## src/rtl/core/gstg_pkg.sv

```systemverilog
// gstg_pkg: types, constants and angle helpers for the gimbal scan target generator
// used by every module under rtl/core; depends on nothing
package gstg_pkg;

    localparam int unsigned ANGLE_W = 32;
    localparam int unsigned IMU_W   = 31;
    localparam int unsigned STEP_W  = 29;
    localparam int unsigned LIMIT_W = 30;
    localparam int unsigned WIDE_W  = 36;
    localparam int unsigned CFG_IDX_W = 3;

    localparam int unsigned S_TDATA_W = 160;
    localparam int unsigned S_TUSER_W = 2;
    localparam int unsigned M_TDATA_W = 128;
    localparam int unsigned M_TUSER_W = 3;

    localparam logic signed [WIDE_W-1:0] Q_PI_W     = 36'sd843314857;
    localparam logic signed [WIDE_W-1:0] Q_TWO_PI_W = 36'sd1686629714;
    localparam logic signed [WIDE_W-1:0] S32_MAX_W  = 36'sd2147483647;
    localparam logic signed [WIDE_W-1:0] S32_MIN_W  = -36'sd2147483648;
    localparam longint Q_TWO_PI_L = 64'sd1686629714;

    localparam logic signed [ANGLE_W-1:0] RST_PITCH_UPPER = 32'sd140552478;
    localparam logic signed [ANGLE_W-1:0] RST_PITCH_LOWER = -32'sd140552478;
    localparam logic signed [ANGLE_W-1:0] RST_YAW_UPPER   = 32'sd843314856;
    localparam logic signed [ANGLE_W-1:0] RST_YAW_LOWER   = -32'sd843314857;
    localparam logic [STEP_W-1:0]         RST_PITCH_STEP  = 29'd53687;
    localparam logic [STEP_W-1:0]         RST_YAW_STEP    = 29'd134218;
    localparam logic [LIMIT_W-1:0]        RST_AIM_LIMIT   = 30'd140552478;

    typedef enum logic [CFG_IDX_W-1:0] {
        CFG_PITCH_UPPER     = 3'd0,
        CFG_PITCH_LOWER     = 3'd1,
        CFG_YAW_UPPER       = 3'd2,
        CFG_YAW_LOWER       = 3'd3,
        CFG_PITCH_STEP      = 3'd4,
        CFG_YAW_STEP        = 3'd5,
        CFG_AIM_PITCH_LIMIT = 3'd6
    } cfg_idx_t;

    typedef enum logic [1:0] {
        MODE_FAULT = 2'd0,
        MODE_AIM   = 2'd1,
        MODE_SCAN  = 2'd2
    } drive_mode_t;

    typedef struct packed {
        logic signed [ANGLE_W-1:0] pitch_upper;
        logic signed [ANGLE_W-1:0] pitch_lower;
        logic signed [ANGLE_W-1:0] yaw_upper;
        logic signed [ANGLE_W-1:0] yaw_lower;
        logic [STEP_W-1:0]         pitch_step;
        logic [STEP_W-1:0]         yaw_step;
        logic [LIMIT_W-1:0]        aim_pitch_limit;
    } cfg_t;

    typedef struct packed {
        logic                      motor_fault;
        logic                      aiming;
        logic signed [ANGLE_W-1:0] aim_pitch;
        logic signed [ANGLE_W-1:0] aim_yaw;
        logic signed [IMU_W-1:0]   imu_yaw;
        logic signed [ANGLE_W-1:0] measured_yaw;
        logic signed [ANGLE_W-1:0] measured_pitch;
    } req_t;

    typedef struct packed {
        logic signed [ANGLE_W-1:0] pitch_target;
        logic signed [ANGLE_W-1:0] yaw_target;
        logic signed [ANGLE_W-1:0] aim_yaw_max;
        logic signed [ANGLE_W-1:0] aim_yaw_min;
        drive_mode_t               drive_mode;
        logic                      clear_fault;
    } res_t;

    function automatic logic signed [ANGLE_W-1:0] sat32(input logic signed [WIDE_W-1:0] x);
        logic signed [ANGLE_W-1:0] r;
        if (x > S32_MAX_W) begin
            r = ANGLE_W'(S32_MAX_W);
        end else if (x < S32_MIN_W) begin
            r = ANGLE_W'(S32_MIN_W);
        end else begin
            r = ANGLE_W'(x);
        end
        return r;
    endfunction

    // maps into [-pi, pi); input is within three turns of the range
    function automatic logic signed [ANGLE_W-1:0] wrap_q(input logic signed [WIDE_W-1:0] x);
        logic signed [WIDE_W-1:0] base;
        logic signed [WIDE_W-1:0] cand;
        logic signed [WIDE_W-1:0] sel;
        base = x + Q_PI_W;
        sel  = base;
        for (int k = -3; k <= 3; k++) begin
            cand = base - WIDE_W'(longint'(k) * Q_TWO_PI_L);
            if (cand >= 0 && cand < Q_TWO_PI_W) begin
                sel = cand;
            end
        end
        return ANGLE_W'(sel - Q_PI_W);
    endfunction

endpackage

```

## src/rtl/core/gstg_cfg.sv

```systemverilog
// gstg_cfg: configuration register file for the scan target generator
// depends on gstg_pkg
module gstg_cfg (
    input  logic                            aclk,
    input  logic                            aresetn,
    input  logic                            cfg_wr_en,
    input  logic [gstg_pkg::CFG_IDX_W-1:0]  cfg_index,
    input  logic [gstg_pkg::ANGLE_W-1:0]    cfg_wdata,
    output gstg_pkg::cfg_t                  cfg
);
    import gstg_pkg::*;

    cfg_t cfg_reg;

    always_ff @(posedge aclk) begin
        if (!aresetn) begin
            cfg_reg.pitch_upper     <= RST_PITCH_UPPER;
            cfg_reg.pitch_lower     <= RST_PITCH_LOWER;
            cfg_reg.yaw_upper       <= RST_YAW_UPPER;
            cfg_reg.yaw_lower       <= RST_YAW_LOWER;
            cfg_reg.pitch_step      <= RST_PITCH_STEP;
            cfg_reg.yaw_step        <= RST_YAW_STEP;
            cfg_reg.aim_pitch_limit <= RST_AIM_LIMIT;
        end else if (cfg_wr_en) begin
            case (cfg_idx_t'(cfg_index))
                CFG_PITCH_UPPER:     cfg_reg.pitch_upper     <= cfg_wdata;
                CFG_PITCH_LOWER:     cfg_reg.pitch_lower     <= cfg_wdata;
                CFG_YAW_UPPER:       cfg_reg.yaw_upper       <= cfg_wdata;
                CFG_YAW_LOWER:       cfg_reg.yaw_lower       <= cfg_wdata;
                CFG_PITCH_STEP:      cfg_reg.pitch_step      <= cfg_wdata[STEP_W-1:0];
                CFG_YAW_STEP:        cfg_reg.yaw_step        <= cfg_wdata[STEP_W-1:0];
                CFG_AIM_PITCH_LIMIT: cfg_reg.aim_pitch_limit <= cfg_wdata[LIMIT_W-1:0];
                default: ;
            endcase
        end
    end

    assign cfg = cfg_reg;

endmodule

```

## src/rtl/core/gstg_in_stage.sv

```systemverilog
// gstg_in_stage: input register holding one request ahead of the core
// depends on gstg_pkg
module gstg_in_stage (
    input  logic          aclk,
    input  logic          aresetn,
    input  logic          s_tvalid,
    output logic          s_tready,
    input  gstg_pkg::req_t s_req,
    output logic          req_vld,
    output gstg_pkg::req_t req,
    input  logic          req_take
);
    import gstg_pkg::*;

    logic vld_reg;
    logic vld_next;
    req_t req_reg;

    assign s_tready = !vld_reg || req_take;

    always_comb begin
        vld_next = vld_reg;
        if (s_tvalid && s_tready) begin
            vld_next = 1'b1;
        end else if (req_take) begin
            vld_next = 1'b0;
        end
    end

    always_ff @(posedge aclk) begin
        if (!aresetn) begin
            vld_reg <= 1'b0;
        end else begin
            vld_reg <= vld_next;
        end
    end

    always_ff @(posedge aclk) begin
        if (s_tvalid && s_tready) begin
            req_reg <= s_req;
        end
    end

    assign req_vld = vld_reg;
    assign req     = req_reg;

endmodule

```

## src/rtl/core/gstg_core.sv

```systemverilog
// gstg_core: target state, per-tick aim/scan update and result register
// depends on gstg_pkg
module gstg_core (
    input  logic           aclk,
    input  logic           aresetn,
    input  gstg_pkg::cfg_t cfg,
    input  logic           req_vld,
    input  gstg_pkg::req_t req,
    output logic           req_take,
    output logic           res_vld,
    output gstg_pkg::res_t res,
    input  logic           res_ready
);
    import gstg_pkg::*;

    logic signed [ANGLE_W-1:0] pitch_goal_reg, pitch_goal_next;
    logic signed [ANGLE_W-1:0] yaw_goal_reg, yaw_goal_next;
    logic signed [ANGLE_W-1:0] bound_max_reg, bound_max_next;
    logic signed [ANGLE_W-1:0] bound_min_reg, bound_min_next;
    logic pitch_rising_reg, pitch_rising_next;
    logic yaw_rising_reg, yaw_rising_next;
    logic was_scanning_reg, was_scanning_next;
    logic res_vld_reg;
    res_t res_reg;

    drive_mode_t mode;
    logic signed [ANGLE_W-1:0] mx, mn, p, y, pg, yg;
    logic signed [ANGLE_W:0]   ap, lim;

    assign req_take = req_vld && (!res_vld_reg || res_ready);

    always_comb begin
        pitch_goal_next   = pitch_goal_reg;
        yaw_goal_next     = yaw_goal_reg;
        bound_max_next    = bound_max_reg;
        bound_min_next    = bound_min_reg;
        pitch_rising_next = pitch_rising_reg;
        yaw_rising_next   = yaw_rising_reg;
        was_scanning_next = was_scanning_reg;
        mode = MODE_FAULT;
        mx = '0;
        mn = '0;
        p  = '0;
        y  = '0;
        pg = '0;
        yg = '0;
        ap  = (ANGLE_W+1)'(req.aim_pitch);
        lim = $signed({3'b000, cfg.aim_pitch_limit});
        if (req.motor_fault) begin
            mode = MODE_FAULT;
        end else if (req.aiming) begin
            mode = MODE_AIM;
            mx = wrap_q(WIDE_W'(req.imu_yaw) + WIDE_W'(cfg.yaw_upper)
                        - WIDE_W'(req.measured_yaw));
            mn = wrap_q(WIDE_W'(req.imu_yaw) + WIDE_W'(cfg.yaw_lower)
                        - WIDE_W'(req.measured_yaw));
            if (mx < mn) begin
                bound_max_next = sat32(WIDE_W'(mx) + Q_TWO_PI_W);
            end else begin
                bound_max_next = mx;
            end
            bound_min_next = mn;
            if (ap > lim) begin
                ap = lim;
            end
            if (ap < -lim) begin
                ap = -lim;
            end
            pitch_goal_next   = ANGLE_W'(ap);
            yaw_goal_next     = req.aim_yaw;
            was_scanning_next = 1'b0;
        end else begin
            mode = MODE_SCAN;
            pg = was_scanning_reg ? pitch_goal_reg : req.measured_pitch;
            yg = was_scanning_reg ? yaw_goal_reg : req.measured_yaw;
            if (pitch_rising_reg) begin
                p = sat32(WIDE_W'(pg) + $signed({7'b0, cfg.pitch_step}));
                if (p >= cfg.pitch_upper) begin
                    pitch_rising_next = 1'b0;
                end
            end else begin
                p = sat32(WIDE_W'(pg) - $signed({7'b0, cfg.pitch_step}));
                if (p <= cfg.pitch_lower) begin
                    pitch_rising_next = 1'b1;
                end
            end
            y = wrap_q(WIDE_W'(yg));
            if (yaw_rising_reg) begin
                if (y < cfg.yaw_upper) begin
                    y = sat32(WIDE_W'(y) + $signed({7'b0, cfg.yaw_step}));
                end else begin
                    yaw_rising_next = 1'b0;
                    y = cfg.yaw_upper;
                end
            end else begin
                if (y > cfg.yaw_lower) begin
                    y = sat32(WIDE_W'(y) - $signed({7'b0, cfg.yaw_step}));
                end else begin
                    yaw_rising_next = 1'b1;
                    y = cfg.yaw_lower;
                end
            end
            pitch_goal_next   = p;
            yaw_goal_next     = y;
            was_scanning_next = 1'b1;
        end
    end

    always_ff @(posedge aclk) begin
        if (!aresetn) begin
            pitch_goal_reg   <= '0;
            yaw_goal_reg     <= '0;
            bound_max_reg    <= '0;
            bound_min_reg    <= '0;
            pitch_rising_reg <= 1'b1;
            yaw_rising_reg   <= 1'b1;
            was_scanning_reg <= 1'b1;
            res_vld_reg      <= 1'b0;
        end else begin
            if (req_take) begin
                pitch_goal_reg   <= pitch_goal_next;
                yaw_goal_reg     <= yaw_goal_next;
                bound_max_reg    <= bound_max_next;
                bound_min_reg    <= bound_min_next;
                pitch_rising_reg <= pitch_rising_next;
                yaw_rising_reg   <= yaw_rising_next;
                was_scanning_reg <= was_scanning_next;
                res_vld_reg      <= 1'b1;
            end else if (res_ready) begin
                res_vld_reg <= 1'b0;
            end
        end
    end

    always_ff @(posedge aclk) begin
        if (req_take) begin
            res_reg.pitch_target <= pitch_goal_next;
            res_reg.yaw_target   <= yaw_goal_next;
            res_reg.aim_yaw_max  <= bound_max_next;
            res_reg.aim_yaw_min  <= bound_min_next;
            res_reg.drive_mode   <= mode;
            res_reg.clear_fault  <= req.motor_fault;
        end
    end

    assign res_vld = res_vld_reg;
    assign res     = res_reg;

    // fault request leaves all state untouched
    a_fault_hold: assert property (@(posedge aclk) disable iff (!aresetn)
        req_take && req.motor_fault |=> pitch_goal_reg == $past(pitch_goal_reg)
            && yaw_goal_reg == $past(yaw_goal_reg)
            && was_scanning_reg == $past(was_scanning_reg))
        else $error("state changed on fault request");

    a_bound_order: assert property (@(posedge aclk) disable iff (!aresetn)
        req_take && !req.motor_fault && req.aiming |=> bound_max_reg >= bound_min_reg)
        else $error("aim yaw bounds out of order");

    a_aim_clamp: assert property (@(posedge aclk) disable iff (!aresetn)
        req_take && !req.motor_fault && req.aiming
            |=> (ANGLE_W+1)'(pitch_goal_reg) <= $past(lim)
                && (ANGLE_W+1)'(pitch_goal_reg) >= -$past(lim))
        else $error("aim pitch outside clamp");

    a_scan_flag: assert property (@(posedge aclk) disable iff (!aresetn)
        req_take |=> was_scanning_reg == (res_reg.drive_mode == MODE_SCAN)
            || res_reg.drive_mode == MODE_FAULT)
        else $error("scan flag disagrees with mode");

endmodule

```

## src/rtl/core/gimbal_scan_target_generator.sv

```systemverilog
// gimbal_scan_target_generator: top level, stream ports and config port
// depends on gstg_pkg, gstg_cfg, gstg_in_stage, gstg_core
// a request goes through the input register, then the result register, where m_tready can stall it
// throughput: one request per cycle unless m_tready stalls the result register
// s_tready falls only while the input register is full and the result is stalled
// reset: synchronous active-low aresetn clears both stages, restores config defaults
//   and the scan state (goals zero, both sweeps rising, scan mode assumed)
module gimbal_scan_target_generator (
    input  logic                             aclk,
    input  logic                             aresetn,
    input  logic                             s_tvalid,
    output logic                             s_tready,
    // aim_pitch, aim_yaw, imu_yaw, measured_yaw, measured_pitch, zero pad
    input  logic [gstg_pkg::S_TDATA_W-1:0]   s_tdata,
    // motor_fault, aiming
    input  logic [gstg_pkg::S_TUSER_W-1:0]   s_tuser,
    output logic                             m_tvalid,
    input  logic                             m_tready,
    // pitch_target, yaw_target, aim_yaw_max, aim_yaw_min
    output logic [gstg_pkg::M_TDATA_W-1:0]   m_tdata,
    // drive_mode, clear_fault
    output logic [gstg_pkg::M_TUSER_W-1:0]   m_tuser,
    input  logic                             cfg_wr_en,
    input  logic [gstg_pkg::CFG_IDX_W-1:0]   cfg_index,
    input  logic [gstg_pkg::ANGLE_W-1:0]     cfg_wdata
);
    import gstg_pkg::*;

    cfg_t cfg;
    req_t s_req, req;
    res_t res;
    logic req_vld, req_take;

    assign s_req.motor_fault    = s_tuser[0];
    assign s_req.aiming         = s_tuser[1];
    assign s_req.aim_pitch      = s_tdata[31:0];
    assign s_req.aim_yaw        = s_tdata[63:32];
    assign s_req.imu_yaw        = s_tdata[94:64];
    assign s_req.measured_yaw   = s_tdata[126:95];
    assign s_req.measured_pitch = s_tdata[158:127];

    gstg_cfg u_cfg (
        .aclk      (aclk),
        .aresetn   (aresetn),
        .cfg_wr_en (cfg_wr_en),
        .cfg_index (cfg_index),
        .cfg_wdata (cfg_wdata),
        .cfg       (cfg)
    );

    gstg_in_stage u_in (
        .aclk     (aclk),
        .aresetn  (aresetn),
        .s_tvalid (s_tvalid),
        .s_tready (s_tready),
        .s_req    (s_req),
        .req_vld  (req_vld),
        .req      (req),
        .req_take (req_take)
    );

    gstg_core u_core (
        .aclk      (aclk),
        .aresetn   (aresetn),
        .cfg       (cfg),
        .req_vld   (req_vld),
        .req       (req),
        .req_take  (req_take),
        .res_vld   (m_tvalid),
        .res       (res),
        .res_ready (m_tready)
    );

    assign m_tdata = {res.aim_yaw_min, res.aim_yaw_max, res.yaw_target, res.pitch_target};
    assign m_tuser = {res.clear_fault, res.drive_mode};

endmodule

```

## config.mk

```make
export PLATFORM = sky130hd
export DESIGN_NAME = gimbal_scan_target_generator
export DESIGN_NICKNAME = d
export VERILOG_FILES = /design/src/rtl/core/gstg_pkg.sv /design/src/rtl/core/gstg_cfg.sv /design/src/rtl/core/gstg_in_stage.sv /design/src/rtl/core/gstg_core.sv /design/src/rtl/core/gimbal_scan_target_generator.sv
export SDC_FILE = /design/constraint.sdc
export NUM_CORES = 2
export LEC_CHECK = 0
export ABC_AREA = 1
export BUFFER_PORTS_ARGS = -buffer_cell sky130_fd_sc_hd__buf_2
export CAP_MARGIN = 20
export CELL_PAD_IN_SITES_DETAIL_PLACEMENT = 1
export CELL_PAD_IN_SITES_GLOBAL_PLACEMENT = 1
export CORE_ASPECT_RATIO = 0.9
export CORE_MARGIN = 1.5
export CORE_UTILIZATION = 25
export CTS_CLUSTER_DIAMETER = 150
export CTS_CLUSTER_SIZE = 28
export DETAILED_ROUTE_END_ITERATION = 12
export PLACE_DENSITY = 0.48
export SYNTH_ARGS = -nofsm -noshare
export SYNTH_HDL_FRONTEND = slang
export SYNTH_SLANG_ARGS = --single-unit
```

## constraint.sdc

```tcl
create_clock -name aclk -period 11.5 [get_ports aclk]
set_input_delay 2.3 -clock aclk [delete_from_list [all_inputs] [get_ports aclk]]
set_output_delay 2.3 -clock aclk [all_outputs]
set_load 0.02 [all_outputs]
```

* Word level (Yosys, flattened, before mapping) *
Cells that the tools add are included.

storage, ports and cells
  latch bits = 0
  logic and storage cells = 243
  memories kept = 0
  ROM bits = 0
  register bits = 641
  memory bits (writable) = 0

operators by class
  reductions and logical operators = 39
  shifts and indexed selects = 0
  mux-type cells = 74
  div/mod/pow operators = 0
  bitwise operators = 2
  order comparisons = 59
  add/subtract/negate cells = 34
  equality and inequality tests = 6
  multiply operators = 0

operators with widths
  operator                                                                               count
  32-bit two-way mux                                                                     59
  36-bit by 32-bit < comparator with 1-bit output (second input constant)                19
  36-bit by 1-bit greater-or-equal comparator with 1-bit output (second input constant)  14
  36-bit by 32-bit > comparator with 1-bit output (second input constant)                5
  35-bit by 32-bit subtractor with 36-bit output (second input constant)                 4
  35-bit by 33-bit subtractor with 36-bit output (second input constant)                 4
  35-bit by 34-bit subtractor with 36-bit output (second input constant)                 4
  35-bit by 1-bit greater-or-equal comparator with 1-bit output (second input constant)  3
  35-bit by 32-bit < comparator with 1-bit output (second input constant)                3
  34-bit by 1-bit greater-or-equal comparator with 1-bit output (second input constant)  3
  34-bit by 32-bit < comparator with 1-bit output (second input constant)                3
  33-bit two-way mux                                                                     3
  32-bit by 31-bit subtractor with 32-bit output (second input constant)                 3
  34-bit by 31-bit adder with 35-bit output (second input constant)                      2
  33-bit by 34-bit subtractor with 35-bit output (second input constant)                 2
  33-bit by 32-bit subtractor with 34-bit output                                         2
  33-bit by 32-bit subtractor with 34-bit output (second input constant)                 2
  33-bit by 33-bit subtractor with 34-bit output (second input constant)                 2
  31-bit by 32-bit adder with 33-bit output                                              2
  32-bit by 30-bit adder with 33-bit output                                              2
  32-bit by 30-bit subtractor with 33-bit output                                         2
  32-bit < comparator                                                                    2
  32-bit by 31-bit adder with 33-bit output (second input constant)                      1
  32-bit by 32-bit adder with 33-bit output (second input constant)                      1
  other kinds (21)                                                                       67

* Longest topological paths before layout *
  word-level depth = 23
  gate-level depth with buffers = 86
  mapped depth without buffers = 84

* Hierarchy *
Synthesis repeated with hierarchy kept, for this count alone.

second synthesis, totals
  cells, all modules = 11,619
  area total of the unflattened synthesis = 72,477.0 µm²

by module, submodules not included
  module         seq. area each (µm²)  area each (µm²)  cells an instance  instances
  gstg_core      6,576.3               59,454.5         10,324             1
  gstg_cfg       4,324.1               8,136.6          1,127              1
  gstg_in_stage  4,854.7               4,885.9          168                1

* Worst setup path after synthesis *
OpenSTA, ideal clock, no wires.

  path kind = register -> register
  start = register u_core.was_scanning_reg
  end = register u_core.res_reg (netlist bit u_core.res[83]), data pin
  buffers on the path = 4
  stages on the path, launching flop included = 68
  clock period less this slack = 8.845 ns
  data arrival time = 8.592 ns
  slack = 2.655 ns
  cells stage by stage = dfxtp_1 > buf_6 > inv_2 > nand2_1 > nand2_2 > ha_1 > inv_1 > xor2_1 > inv_1 > ha_1 > nand2_1 > inv_1 > o21ai_0 > o21ai_1 > nor2_1 > inv_2 > nand2_2 > nand3_2 > (+32 left out) > o21ai_0 > inv_1 > nor2_1 > o21ai_0 > nand2_1 > nand2_1 > nand2_1 > nand2_1 > inv_1 > nor2_4 > nand4_4 > buf_2 > nand2_1 > nand3_1 > nand2_1 > nand2_1 > nand2_1 > nand2_1

on the way
  longest elaborated chain between the ends = 23
  elaborated cells between the ends (all ways) = 56
  those cells by class = add/sub: 10; order compare: 20; mux: 19; reduce/logical: 7

ends and longest elaborated chain
  what                                                                                                                                     RTL line                          source
  start: declaration                                                                                                                       gstg_core.sv:22                   logic was_scanning_reg, was_scanning_next;
  start signal: assignment                                                                                                                 gstg_core.sv:127                  was_scanning_reg <= was_scanning_next;
  32-bit two-way mux *                                                                                                                     gstg_core.sv:75                   yg = was_scanning_reg ? yaw_goal_reg : req.measured_yaw;
  32-bit by 31-bit adder with 33-bit output *                                                                                              gstg_pkg.sv:93                    base = x + Q_PI_W;
  33-bit by 34-bit subtractor with 35-bit output                                                                                           gstg_pkg.sv:96                    cand = base - WIDE_W'(longint'(k) * Q_TWO_PI_L);
  35-bit by 1-bit greater-or-equal comparator with 1-bit output / 35-bit by 32-bit < comparator with 1-bit output (equally long branches)  gstg_pkg.sv:97                    if (cand >= 0 && cand < Q_TWO_PI_W) begin
  1-bit logical AND                                                                                                                        gstg_pkg.sv:97
  32-bit two-way mux (6 in a row)                                                                                                          gstg_pkg.sv:97
  32-bit two-way mux *                                                                                                                     gstg_pkg.sv:97
  32-bit two-way mux *                                                                                                                     gstg_core.sv:51                   end else if (req.aiming) begin
  (+3 left out)                                                                                                                            n/a
  36-bit by 32-bit < comparator with 1-bit output                                                                                          gstg_pkg.sv:80                    end else if (x < S32_MIN_W) begin
  32-bit two-way mux                                                                                                                       gstg_pkg.sv:80
  32-bit two-way mux                                                                                                                       gstg_pkg.sv:78                    if (x > S32_MAX_W) begin
  32-bit two-way mux (on tied branches)                                                                                                    gstg_core.sv:96, gstg_core.sv:89
  32-bit two-way mux *                                                                                                                     gstg_core.sv:88                   if (yaw_rising_reg) begin
  32-bit two-way mux *                                                                                                                     gstg_core.sv:51
  32-bit two-way mux *                                                                                                                     gstg_core.sv:49                   if (req.motor_fault) begin
  named net u_core.yaw_goal_next[16]                                                                                                       gstg_core.sv:17                   logic signed [ANGLE_W-1:0] yaw_goal_reg, yaw_goal_next;
  end: declaration                                                                                                                         gstg_core.sv:24                   res_t res_reg;

Mark *: on every way through the listed nets, which the timed path passes. The rest lies on a longest branch. The select of a mux whose other input is x is not followed.
A chain may end at the register's enable or synchronous reset.

* Worst setup path in the final report *
  start = register u_cfg.cfg_reg (netlist bit u_cfg.cfg[120])
  end = register u_core.bound_max_reg[10]

on the way
  longest elaborated chain between the ends = 23
  elaborated cells between the ends (all ways) = 49
  those cells by class = add/sub: 11; order compare: 17; mux: 14; reduce/logical: 7

ends and longest elaborated chain
  what                                                                                                                                     RTL line          source
  start: declaration                                                                                                                       gstg_cfg.sv:13    cfg_t cfg_reg;
  31-bit by 32-bit adder with 33-bit output *                                                                                              gstg_core.sv:53   mx = wrap_q(WIDE_W'(req.imu_yaw) + WIDE_W'(cfg.yaw_upper)
  33-bit by 32-bit subtractor with 34-bit output *                                                                                         gstg_core.sv:54   - WIDE_W'(req.measured_yaw));
  34-bit by 31-bit adder with 35-bit output *                                                                                              gstg_pkg.sv:93
  35-bit by 34-bit subtractor with 36-bit output                                                                                           gstg_pkg.sv:96
  36-bit by 1-bit greater-or-equal comparator with 1-bit output / 36-bit by 32-bit < comparator with 1-bit output (equally long branches)  gstg_pkg.sv:97
  1-bit logical AND                                                                                                                        gstg_pkg.sv:97
  32-bit two-way mux (6 in a row)                                                                                                          gstg_pkg.sv:97
  32-bit two-way mux *                                                                                                                     gstg_pkg.sv:97
  (+2 left out)                                                                                                                            n/a
  32-bit by 31-bit subtractor with 32-bit output *                                                                                         gstg_pkg.sv:101   return ANGLE_W'(sel - Q_PI_W);
  32-bit by 32-bit adder with 33-bit output                                                                                                gstg_core.sv:58   bound_max_next = sat32(WIDE_W'(mx) + Q_TWO_PI_W);
  36-bit by 32-bit < comparator with 1-bit output                                                                                          gstg_pkg.sv:80
  32-bit two-way mux                                                                                                                       gstg_pkg.sv:80
  32-bit two-way mux                                                                                                                       gstg_pkg.sv:78
  32-bit two-way mux *                                                                                                                     gstg_core.sv:57   if (mx < mn) begin
  32-bit two-way mux *                                                                                                                     gstg_core.sv:51
  32-bit two-way mux *                                                                                                                     gstg_core.sv:49
  end signal: assignment                                                                                                                   gstg_core.sv:123  bound_max_reg <= bound_max_next;
  end: declaration                                                                                                                         gstg_core.sv:18   logic signed [ANGLE_W-1:0] bound_max_reg, bound_max_next;

Every way passes the cells marked *; elsewhere a longest branch is shown, timed or not. The select of a mux whose other input is x is not followed.

==> results_tabular.tex <==
\begin{tabular}{lr}
\hline
Metric & Value \\
\hline
\multicolumn{2}{l}{\textbf{Status}} \\
Status & completed \\
\multicolumn{2}{l}{\textbf{STA}} \\
Final Hold Vio Count & 0 \\
Setup Viol. Count Final & 0 \\
Maximum clock frequency & 93.5 MHz \\
Final clock skew & 0.0585 ns \\
Final slew viol count & 0 \\
Setup repair after global routing missed its margin & no \\
Clock period minus worst slack & 10.69 ns \\
Worst slew pin tran & 1.10 ns \\
Final clock period utilization by the worst path & 93.0\% \\
Remaining max-slew budget at the tightest pin & 27.0\% \\
Total Negative Setup Slacks & 0 ns \\
\multicolumn{2}{l}{\textbf{Drt}} \\
Initial DRC count & 4526 \\
Number of remaining DRC errors & 0 \\
Overall via count from detail\_route & 78838 \\
WL per Instance & 22.9 um \\
Final wirelength & 369 mm \\
Number of iterations in the first detailed-routing pass & 5 \\
Post-route ant nets & 0 \\
Ratio of routed vias to standard cells & 4.91 \\
\multicolumn{2}{l}{\textbf{GRT}} \\
Global-route congestion overflow total & 0 \\
Number of antenna violations at the first check in global routing & 32 \\
Via count of the first global-routing pass & 80342 \\
Largest net degree at the start of global routing & 95 \\
Global-route wire length before repair & 537 mm \\
GRT Resource Usage Total & 24.5\% \\
\multicolumn{2}{l}{\textbf{Synthesis}} \\
Netlist area before placement & 0.0722 mm2 \\
Adder and majority cell fraction of the synthesized area & 10.8\% \\
Simple-gate portion of the synthesized area & 34.7\% \\
Share of the synthesized area in compound gates (AO/OA/AOI/OAI) & 15.2\% \\
Synth top area cells & sky130\_fd\_sc\_hd\_\_nand2\_1 (18\%), sky130\_fd\_sc\_hd\_\_edfxtp\_1 (12\%), sky130\_fd\_sc\_hd\_\_dfxtp\_1 (9.7\%), sky130\_fd\_sc\_hd\_\_ha\_1 (8.9\%), sky130\_fd\_sc\_hd\_\_inv\_1 (8.1\%) \\
Dominant cell type by area after synthesis & sky130\_fd\_sc\_hd\_\_nand2\_1 \\
Number of standard cells after synthesis & 11686 \\
Main combinational cell family by area after synthesis & simple AND/OR/NAND/NOR gates \\
Number of synthesized flops with an enable pin & 292 \\
Proportion of synthesized chip area in sequential cells & 21.8\% \\
Distinct cells, synth & 83 \\
Share of the synthesized area in the top cell type & 18.2\% \\
Syn avg cell area & 6.18 um2 \\
Proportion of synthesized area in mux cells & 0\% \\
Flop and latch count out of synthesis & 641 \\
Flip-flop cell with the highest count after synthesis & sky130\_fd\_sc\_hd\_\_dfxtp\_1 \\
Synthesis Warnings & 0 \\
Post-synthesis xor/xnor area fraction & 6.18\% \\
FFs w/ async S/R, synth & 0\% \\
Synthesized netlist net count & 12471 \\
\multicolumn{2}{l}{\textbf{Final layout}} \\
Commonest cells after routing, fill and taps aside & sky130\_fd\_sc\_hd\_\_nand2\_1 (3492), sky130\_fd\_sc\_hd\_\_inv\_1 (1549), sky130\_fd\_sc\_hd\_\_nand3\_1 (949) \\
Reg area & 0.0158 mm2 \\
Net total in the final layout & 12939 \\
Post-layout instance count excluding filler cells & 16067 \\
Post-synthesis to final-layout area growth & 14.2\% \\
Max FFs per register & 216 \\
Ratio of cells with drive above 1 in the final layout & 10.7\% \\
Fraction of the core area covered by cells at the end of the flow & 28.6\% \\
Final-layout fill cell count & 36982 \\
Total area of multi-input combinational cells & 0.0486 mm2 \\
Most common cell after layout, fill and taps aside & sky130\_fd\_sc\_hd\_\_nand2\_1 \\
\multicolumn{2}{l}{\textbf{Worst hold path}} \\
Worst hold path class & flop to flop \\
Instance count along the most critical hold path & 2 \\
Beginning of the worst hold path & u\_cfg.cfg[191] \\
End point of the worst hold path & u\_cfg.cfg[191] \\
\multicolumn{2}{l}{\textbf{Worst setup path}} \\
Critical path fanouts, max & 12 \\
Register-to-register setup slack & 0.81 ns \\
Crit path top cell by count & sky130\_fd\_sc\_hd\_\_nand2\_1 \\
Largest incremental delay on the critical path & 0.50 ns \\
Worst Path Required & 12.13 ns \\
Arrival time at the worst endpoint & 11.32 ns \\
Setup Crit Path Kind & flop to flop \\
Cell depth of the worst flop-to-flop path & 67 \\
Buf+Inv Stages, Crit Path & 15 \\
Kind of cell adding the most delay to the critical path & simple AND/OR/NAND/NOR gates \\
Startpoint of the most critical register-to-register path & u\_cfg.cfg[120] \\
Worst Setup Start Kind & flop \\
Worst r2r dst & u\_core.bound\_max\_reg[10] \\
Critical Path Slowest Stage Cell & sky130\_fd\_sc\_hd\_\_fa\_1 \\
Crit. End Element & flop \\
\multicolumn{2}{l}{\textbf{Clock tree}} \\
TritonCTS Buffers & 35 \\
CTS Root Buffer Type & sky130\_fd\_sc\_hd\_\_clkbuf\_16 \\
Clock slew at the register clock pins of the worst setup and hold paths & 0.13 ns \\
Maximum clock insertion buffer count & 3 \\
Latest clock arrival within the worst-skew pair & 0.74 ns \\
Maximum level of the CTS H-tree & 2 \\
TritonCTS clock tree & done \\
Sink count of the clock tree & 641 \\
\multicolumn{2}{l}{\textbf{Run}} \\
Number of max-capacitance violations reported & 0 \\
\multicolumn{2}{l}{\textbf{Placement}} \\
Count of input and output buffers & 333 \\
Global placer's final weighted congestion & 0.905 \\
Detailed Place HPWL & 306 mm \\
Placed cell count & 15979 \\
\multicolumn{2}{l}{\textbf{Floorplanning}} \\
Top-level I/O count & 335 \\
Placeable core region & 0.288 mm2 \\
Die Y & 513 um \\
Area of the die & 0.292 mm2 \\
Floorplan row count & 187 \\
Starting density of the core & 25.1\% \\
Floorplan die width & 570 um \\
\hline
\end{tabular}
## metrics by stage
step | cell area (um2) | setup WS [ns] | hold WS (ns)
floorplan | 72200 | 2.65 | 0.435
global placement | 80900 | 0.117 | 0.446
detailed placement | 80900 | 0.128 | 0.456
CTS | 82100 | 0.0367 | 0.474
global route | 82500 | 0.0134 | 0.496
finish | 82500 | 0.808 | 0.475
## final cells by class
class / instances / area share, %
Clock inverter: 16 / 0.343
Multi-Input combinational cell: 8972 / 58.9
Sequential cell: 641 / 19.1
Inverter: 1639 / 7.50
Clock buffer: 48 / 1.12
Tap cell: 3874 / 5.88
Antenna cell: 12 / 0.0364
Timing Repair Buffer: 865 / 7.09
## tightest hold or removal path, cell delays in order, from the launching register on
cell and delay [ns]:
sky130_fd_sc_hd__dfxtp_1 0.32, sky130_fd_sc_hd__inv_1 0.06, sky130_fd_sc_hd__a21oi_1 0.06
## cell families after synthesis
group | after synthesis
compound gates | 1953
flops | 641
xor+xnor | 488
fa+ha+maj | 583
buf+inv | 2073
simple gates | 5948
## synthesized netlist by cell type (18+ instances only)
| cell | count |
|---|---|
| sky130_fd_sc_hd__nor4_1 | 19 |
| sky130_fd_sc_hd__buf_2 | 92 |
| sky130_fd_sc_hd__a21oi_1 | 750 |
| sky130_fd_sc_hd__nor2_1 | 961 |
| sky130_fd_sc_hd__clkinv_1 | 23 |
| sky130_fd_sc_hd__nand2_2 | 62 |
| sky130_fd_sc_hd__dfxtp_1 | 349 |
| sky130_fd_sc_hd__nand4_1 | 147 |
| sky130_fd_sc_hd__o21ai_1 | 52 |
| sky130_fd_sc_hd__edfxtp_1 | 292 |
| sky130_fd_sc_hd__fa_1 | 70 |
| sky130_fd_sc_hd__nand3_2 | 19 |
| sky130_fd_sc_hd__nand3b_1 | 34 |
| sky130_fd_sc_hd__clkbuf_1 | 275 |
| sky130_fd_sc_hd__nand2_1 | 3504 |
| sky130_fd_sc_hd__buf_4 | 25 |
| sky130_fd_sc_hd__buf_6 | 26 |
| sky130_fd_sc_hd__nor2_2 | 42 |
| sky130_fd_sc_hd__ha_1 | 513 |
| sky130_fd_sc_hd__inv_1 | 1553 |
| sky130_fd_sc_hd__o221ai_1 | 39 |
| sky130_fd_sc_hd__xor2_1 | 432 |
| sky130_fd_sc_hd__nand3_1 | 951 |
| sky130_fd_sc_hd__a211oi_1 | 18 |
| sky130_fd_sc_hd__o31ai_1 | 19 |
| sky130_fd_sc_hd__nor3_1 | 114 |
| sky130_fd_sc_hd__xnor2_1 | 38 |
| sky130_fd_sc_hd__a21oi_2 | 21 |
| sky130_fd_sc_hd__a31oi_1 | 35 |
| sky130_fd_sc_hd__o21ai_0 | 738 |
| sky130_fd_sc_hd__inv_2 | 62 |
| sky130_fd_sc_hd__or2_2 | 31 |
| sky130_fd_sc_hd__o21bai_1 | 22 |
| sky130_fd_sc_hd__o211ai_1 | 166 |
## how the worst max path moves through the flow
stage | from | end | slack, ns | cells after the start
3_5_place_dp | u_in.req[34] | u_core.bound_max_reg[21] | 0.13 | 57
6_report | u_cfg.cfg[120] | u_core.bound_max_reg[10] | 0.81 | 67
3_3_place_gp | u_in.req[34] | u_core.bound_max_reg[5] | 0.12 | 57
4_1_cts | u_in.req[34] | u_core.bound_max_reg[10] | 0.04 | 57
2_1_floorplan | u_core.was_scanning_reg | u_core.res[83] | 2.65 | 67
5_1_grt | u_cfg.cfg[90] | u_core.bound_max_reg[5] | 0.01 | 69
## metal layers
| metal | wire [um] | global-route usage [%] | up-vias |
|---|---|---|---|
| li1 | - | - | 38754 |
| met1 | 173000 | 33.2 | 38475 |
| met2 | 173000 | 41.8 | 1310 |
| met3 | 12300 | 1.74 | 285 |
| met4 | 10200 | 6.46 | 14 |
| met5 | 94 | 0 | - |
## timing repair
item	4_1_cts	5_1_grt
resized for setup	0	72
hold buffers	0	0
setup endpoints to repair	0	128
setup buffers	0	11
Power is left out: the tool's default activity adds up to more than one toggle a clock period on the data nets, which glitch-free logic cannot reach.
